## src/sv/qlt_pkg.sv

```systemverilog
// ----------------------------------------------------------------------------
// qlt_pkg
// shared constants, types and helpers of the q-table update block
// ----------------------------------------------------------------------------
package qlt_pkg;

    localparam int NUM_ACTIONS = 5;
    localparam int NUM_STATES  = 1024;
    localparam int STATE_W     = $clog2(NUM_STATES);
    localparam int LANE_W      = $clog2(NUM_ACTIONS);
    localparam int Q_W         = 16;
    localparam int ACT_W       = 4;
    localparam int RATE_W      = 17;
    localparam int TENTH_W     = 4;
    localparam int CFG_IDX_W   = 3;
    localparam int ONE_FIX     = 65536;
    localparam int GREEDY_FLOOR = -8192;

    localparam logic [1:0] REQ_DECIDE = 2'd0;
    localparam logic [1:0] REQ_GOAL   = 2'd1;
    localparam logic [1:0] REQ_CAUGHT = 2'd2;
    localparam logic [1:0] REQ_IGNORE = 2'd3;

    localparam logic [CFG_IDX_W-1:0] CFG_LEARN_RATE = 3'd0;
    localparam logic [CFG_IDX_W-1:0] CFG_DISCOUNT   = 3'd1;
    localparam logic [CFG_IDX_W-1:0] CFG_EXPLORE    = 3'd2;
    localparam logic [CFG_IDX_W-1:0] CFG_Q_MAX      = 3'd3;
    localparam logic [CFG_IDX_W-1:0] CFG_Q_MIN      = 3'd4;

    typedef logic [NUM_ACTIONS-1:0][Q_W-1:0] row_t;

    typedef struct packed {
        logic                  start;
        logic [RATE_W-1:0]     alpha;
        logic [RATE_W-1:0]     gamma;
        logic signed [Q_W-1:0] q_old;
        logic signed [Q_W-1:0] reward;
        logic signed [Q_W-1:0] q_next;
        logic signed [Q_W-1:0] q_max;
        logic signed [Q_W-1:0] q_min;
    } mac_op_t;

    // reduce a 4-bit draw into the action range
    function automatic logic [LANE_W-1:0] wrap_action(input logic [ACT_W-1:0] v);
        logic [ACT_W-1:0] r;
        r = v;
        for (int i = 0; i < 8; i++)
        begin
            if (r >= ACT_W'(NUM_ACTIONS))
            begin
                r = r - ACT_W'(NUM_ACTIONS);
            end
        end
        return r[LANE_W-1:0];
    endfunction

endpackage

```

## src/sv/qlt_mac.sv

```systemverilog
// ----------------------------------------------------------------------------
// qlt_mac
// blend of old value and target over one shared 18x18 multiplier,
// five steps, then half-up rounding and clamping
// ----------------------------------------------------------------------------
module qlt_mac
(
    input  logic                         clk,
    input  logic                         rst_n,
    input  qlt_pkg::mac_op_t             op,
    output logic                         done,
    output logic signed [qlt_pkg::Q_W-1:0] result
);
    import qlt_pkg::*;

    localparam int ACC_W = 52;
    localparam int P2_W  = 34;

    mac_op_t                  op_reg;
    logic [2:0]               step_reg, step_next;
    logic                     busy_reg, busy_next;
    logic                     done_reg, done_next;
    logic signed [P2_W-1:0]   p2_reg, p2_next;
    logic signed [ACC_W-1:0]  acc_reg, acc_next;
    logic signed [17:0]       mx, my;
    logic signed [35:0]       prod;
    logic signed [ACC_W-1:0]  prod_ext;
    logic signed [ACC_W-1:0]  rnd_sum;
    logic signed [19:0]       rnd;

    always_comb
    begin
        unique case (step_reg)
            3'd0:    mx = signed'({1'b0, op_reg.gamma});
            3'd1:    mx = 18'(ONE_FIX) - signed'({1'b0, op_reg.alpha});
            default: mx = signed'({1'b0, op_reg.alpha});
        endcase
        unique case (step_reg)
            3'd0:    my = 18'(op_reg.q_next);
            3'd1:    my = 18'(op_reg.q_old);
            3'd2:    my = 18'(op_reg.reward);
            3'd3:    my = p2_reg[P2_W-1:16];
            default: my = signed'({2'b00, p2_reg[15:0]});
        endcase
    end

    assign prod     = mx * my;
    assign prod_ext = ACC_W'(prod);

    always_comb
    begin
        step_next = step_reg;
        busy_next = busy_reg;
        done_next = 1'b0;
        p2_next   = p2_reg;
        acc_next  = acc_reg;
        if (op.start)
        begin
            step_next = 3'd0;
            busy_next = 1'b1;
        end
        else if (busy_reg)
        begin
            step_next = step_reg + 3'd1;
            case (step_reg)
                3'd0:    p2_next  = P2_W'(prod);
                3'd1:    acc_next = prod_ext <<< 16;
                3'd2:    acc_next = acc_reg + (prod_ext <<< 16);
                3'd3:    acc_next = acc_reg + (prod_ext <<< 16);
                default:
                begin
                    acc_next  = acc_reg + prod_ext;
                    busy_next = 1'b0;
                    done_next = 1'b1;
                end
            endcase
        end
    end

    always_ff @(posedge clk or negedge rst_n)
    begin
        if (!rst_n)
        begin
            step_reg <= '0;
            busy_reg <= 1'b0;
            done_reg <= 1'b0;
        end
        else
        begin
            step_reg <= step_next;
            busy_reg <= busy_next;
            done_reg <= done_next;
        end
    end

    always_ff @(posedge clk)
    begin
        if (op.start)
        begin
            op_reg <= op;
        end
        p2_reg  <= p2_next;
        acc_reg <= acc_next;
    end

    // floor((sum + 2^31) / 2^32)
    assign rnd_sum = acc_reg + (ACC_W'(1) <<< 31);
    assign rnd     = rnd_sum[ACC_W-1:32];

    always_comb
    begin
        if (rnd > 20'(op_reg.q_max))
        begin
            result = op_reg.q_max;
        end
        else if (rnd < 20'(op_reg.q_min))
        begin
            result = op_reg.q_min;
        end
        else
        begin
            result = rnd[Q_W-1:0];
        end
    end

    assign done = done_reg;

endmodule

```

## config.mk

```make
export PLATFORM = sky130hd
export DESIGN_NAME = qlt_mac
export DESIGN_NICKNAME = d
export VERILOG_FILES = /design/src/sv/qlt_pkg.sv /design/src/sv/qlt_mac.sv
export SDC_FILE = /design/constraint.sdc
export NUM_CORES = 1
export LEC_CHECK = 0
export ABC_AREA = 1
export BUFFER_PORTS_ARGS = -buffer_cell sky130_fd_sc_hd__buf_4
export CORE_MARGIN = 2
export CORE_UTILIZATION = 35
export CTS_BUF_LIST = sky130_fd_sc_hd__clkbuf_8
export DETAILED_ROUTE_END_ITERATION = 10
export HOLD_SLACK_MARGIN = 0.02
export PLACE_DENSITY_LB_ADDON = 0.12
export SYNTH_ARGS = -nofsm -noshare
export SYNTH_HDL_FRONTEND = slang
export SYNTH_SLANG_ARGS = --single-unit
```

## constraint.sdc

```tcl
create_clock -name clk -period 23.2 [get_ports clk]
set_input_delay 3.48 -clock clk [delete_from_list [all_inputs] [get_ports clk]]
set_output_delay 3.48 -clock clk [all_outputs]
set_load 0.005 [all_outputs]
```

==> Implementation_results.wiki <==
{| class="wikitable"
! Metric !! Value
|-
| Clock network latency to the later pin of the worst-skew pair || 640 ps
|-
| Post-Synthesis Net Count || around 4300
|-
| Number of routed nets with antenna violations || 0
|-
| Clk pin slew, worst setup/hold paths || 60 ps
|-
| Leading register cell type out of synthesis || sky130_fd_sc_hd__edfxtp_1
|-
| Finished Core Util || between 30% and 40%
|-
| Synthesis-to-finish area growth || 10.7%
|-
| Critical path endpoint category || flop
|-
| Worst-case reg-to-reg path depth || 39
|-
| Num CTS Buffers || 39
|-
| Count of unique library cells instantiated by Yosys || 64
|-
| Count of flip-flops with a built-in enable after synthesis || 200
|-
| Mapped Avg Cell Area || between 7 and 8 µm²
|-
| Crit path from || step_reg[0]$_DFFE_PN0P_
|-
| Cell at the root of the clock tree || sky130_fd_sc_hd__clkbuf_8
|-
| Cell types with the largest area share after synthesis || sky130_fd_sc_hd__fa_1 (23%), sky130_fd_sc_hd__edfxtp_1 (21%), sky130_fd_sc_hd__inv_1 (9.9%)
|-
| Number of levels in the clock H-tree || 2
|-
| Layout Skew || 77.3 ps
|-
| Largest register FFs || 114
|-
| Post-route minimum period || 10950 ps
|-
| R2r setup slk || 12250 ps
|-
| Normalized max-slew margin || 29.1%
|-
| Area of the die || 84500 µm²
|-
| Fraction of the yosys area taken by sequential cells || 21.3%
|-
| Async S/R FF share, synth || 2.44%
|-
| DRC violation count after routing || 0
|-
| Die Y-Extent || 291 µm
|-
| Unrepaired setup endpoints after global routing || false
|-
| Core region area || 81700 µm²
|-
| MaxCap Viol Count || 0
|-
| Post-synthesis instance area || 28800 µm²
|-
| Violation count after the first detailed-route iteration || 1866
|-
| Peak clock frequency supported by timing || ~91 MHz
|-
| Final slew viol count || 0
|-
| Post-Route WL || 105000 µm
|-
| Synth top area share || 23.1%
|-
| Cts hold-fix bufs || 0
|-
| Resized Gates After CTS || 0
|-
| IO buf count || 133
|-
| Maximum count of clock buffers along a single path || 3
|-
| Placed wire-length estimate after detailed placement || 87800 µm
|-
| Required time at the worst-slack endpoint || 23530 ps
|-
| Overall routing resource usage || 25.0%
|-
| Detailed-route vias per instance || 5.13
|-
| Largest net degree at the start of global routing || 74
|-
| Maximum single-stage delay on the critical path || 910 ps
|-
| Setup Total Neg Slack || 0 ps
|-
| Vias || about 25000
|-
| Commonest non-fill, non-tap cells in the layout || sky130_fd_sc_hd__inv_1 (774), sky130_fd_sc_hd__nand2_1 (703), sky130_fd_sc_hd__nor2_1 (389), sky130_fd_sc_hd__fa_1 (332), sky130_fd_sc_hd__ha_1 (224)
|-
| Wire length of the first global-routing pass || 159000 µm
|-
| Critical Setup Path Class || reg2reg
|-
| Area leader, netlist || sky130_fd_sc_hd__fa_1
|-
| Commonest non-fill, non-tap cell in the layout || sky130_fd_sc_hd__inv_1
|-
| Final weighted congestion in routability-driven placement || 0.941
|-
| Layout cells sized above 1 || between 8 and 9%
|-
| Kind of launch point of the worst setup path || flop
|-
| Result of the run || finished clean
|-
| Flip-flop and latch count after synthesis || 205
|-
| Number of antenna violations at the first check in global routing || 3
|-
| Die extent in x || 291 µm
|-
| Placement Rows || 105
|-
| Hold violation total from the final report || 0
|-
| Post-CTS Setup Repair Bufs || 0
|-
| Critical-path top delay cell || sky130_fd_sc_hd__fa_1
|-
| Initial Util || 35.2%
|-
| Final clock period utilization by the worst path || between 40% and 50%
|-
| Wire length per cell after detailed routing || 21.4 µm
|-
| Maximum net fanout on the critical path || 18
|-
| Gr ovfl total || 0
|-
| Critical Path AT || 11280 ps
|-
| Clock tree from TritonCTS || built
|-
| Most used cell along the critical path || sky130_fd_sc_hd__inv_1
|-
| Worst reg2reg path startpoint || step_reg[0]$_DFFE_PN0P_
|-
| Via count of the first global-routing pass || ~25000
|-
| Top-level I/O count || around 130
|-
| End of the worst register-to-register path || acc_reg[51]$_DFFE_PP_
|-
| Total setup violations reported at the end of the flow || 0
|-
| DR pass1 iterations || 6
|-
| Clock sink total || 205
|-
| Final layout net count || 4489
|-
| Post-Syn Instances || 3665
|-
| Yosys warning count || 0
|-
| Class of the tightest hold or removal check || reg2reg
|-
| Destination of the critical timing path || acc_reg[51]$_DFFE_PP_
|-
| Tightest Pin Transition || 1060 ps
|}
==> worst max-delay path, delay by kind of cell (launching register included) <==
family | cells | cell delay (ps)
flip-flops | 1 | 420
buffers and inverters | 10 | 1330
AO/OA/AOI/OAI | 7 | 1470
AND/OR/NAND/NOR | 12 | 2310
adder cells (fa/ha/maj) | 10 | 5120
==> cell type report <==
type                            count  area, µm²
Fill cell                        8764      49900
Multi-Input combinational cell   2619      19400
Sequential cell                   205       6130
Inverter                          776       2920
Tap cell                         1070       1340
Timing Repair Buffer              175       1310
Clock buffer                       40        551
Clock inverter                     29        205
Antenna cell                        1       2.50
==> cell usage after synthesis (all sizes together), types with 14 or more instances <==
master	number
buf	47
fa	332
clkbuf	18
nor2	416
edfxtp	200
a21o	14
ha	224
inv	776
a21oi	213
a22o	17
a31oi	26
or2	21
nand4	31
nand2	717
nand3	231
xor2	38
o21bai	28
xnor2	14
o21ai	186
nor3	34
==> worst min path at each step <==
stage	endpoint	depth (start not counted)	startpoint	slack (ps)
after floorplan	step_reg[1]$_DFFE_PN0P_	2	busy_reg$_DFF_PN0_	500
after CTS	step_reg[1]$_DFFE_PN0P_	2	busy_reg$_DFF_PN0_	560
final	step_reg[1]$_DFFE_PN0P_	2	busy_reg$_DFF_PN0_	550
after global routing	step_reg[1]$_DFFE_PN0P_	2	busy_reg$_DFF_PN0_	600
after detailed placement	step_reg[1]$_DFFE_PN0P_	2	busy_reg$_DFF_PN0_	550
after global placement	step_reg[1]$_DFFE_PN0P_	2	busy_reg$_DFF_PN0_	550
==> metrics by stage <==
stage	area, µm²	hold slack (ps)	setup WS [ps]	std cells
floorplan	28800	502	14250	3665
global placement	31100	551	12240	4845
detailed placement	31100	545	12200	4845
CTS	31800	557	12240	4914
global route	31800	597	11500	4915
finish	31800	552	12250	4915
==> cells by family after synthesis <==
family | synth area share, %
flip-flops | 21.3
AND/OR/NAND/NOR | 22.1
adder cells (fa/ha/maj) | 32.8
XOR/XNOR | 1.58
AO/OA/AOI/OAI | 10.8
buffers and inverters | 11.4
==> routing by layer <==
metal | GRT usage [%] | share of wire [%] | up-vias
li1 | - | - | 12000
met1 | 34.6 | 45 | 12400
met2 | 40.9 | 47 | 722
met3 | 3.11 | 5.1 | 150
met4 | 7.32 | 3.0 | 2
met5 | 0 | 0.0095 | -
Power is left out: the tool's default activity adds up to more than one toggle a clock period on the data nets, which glitch-free logic cannot reach.
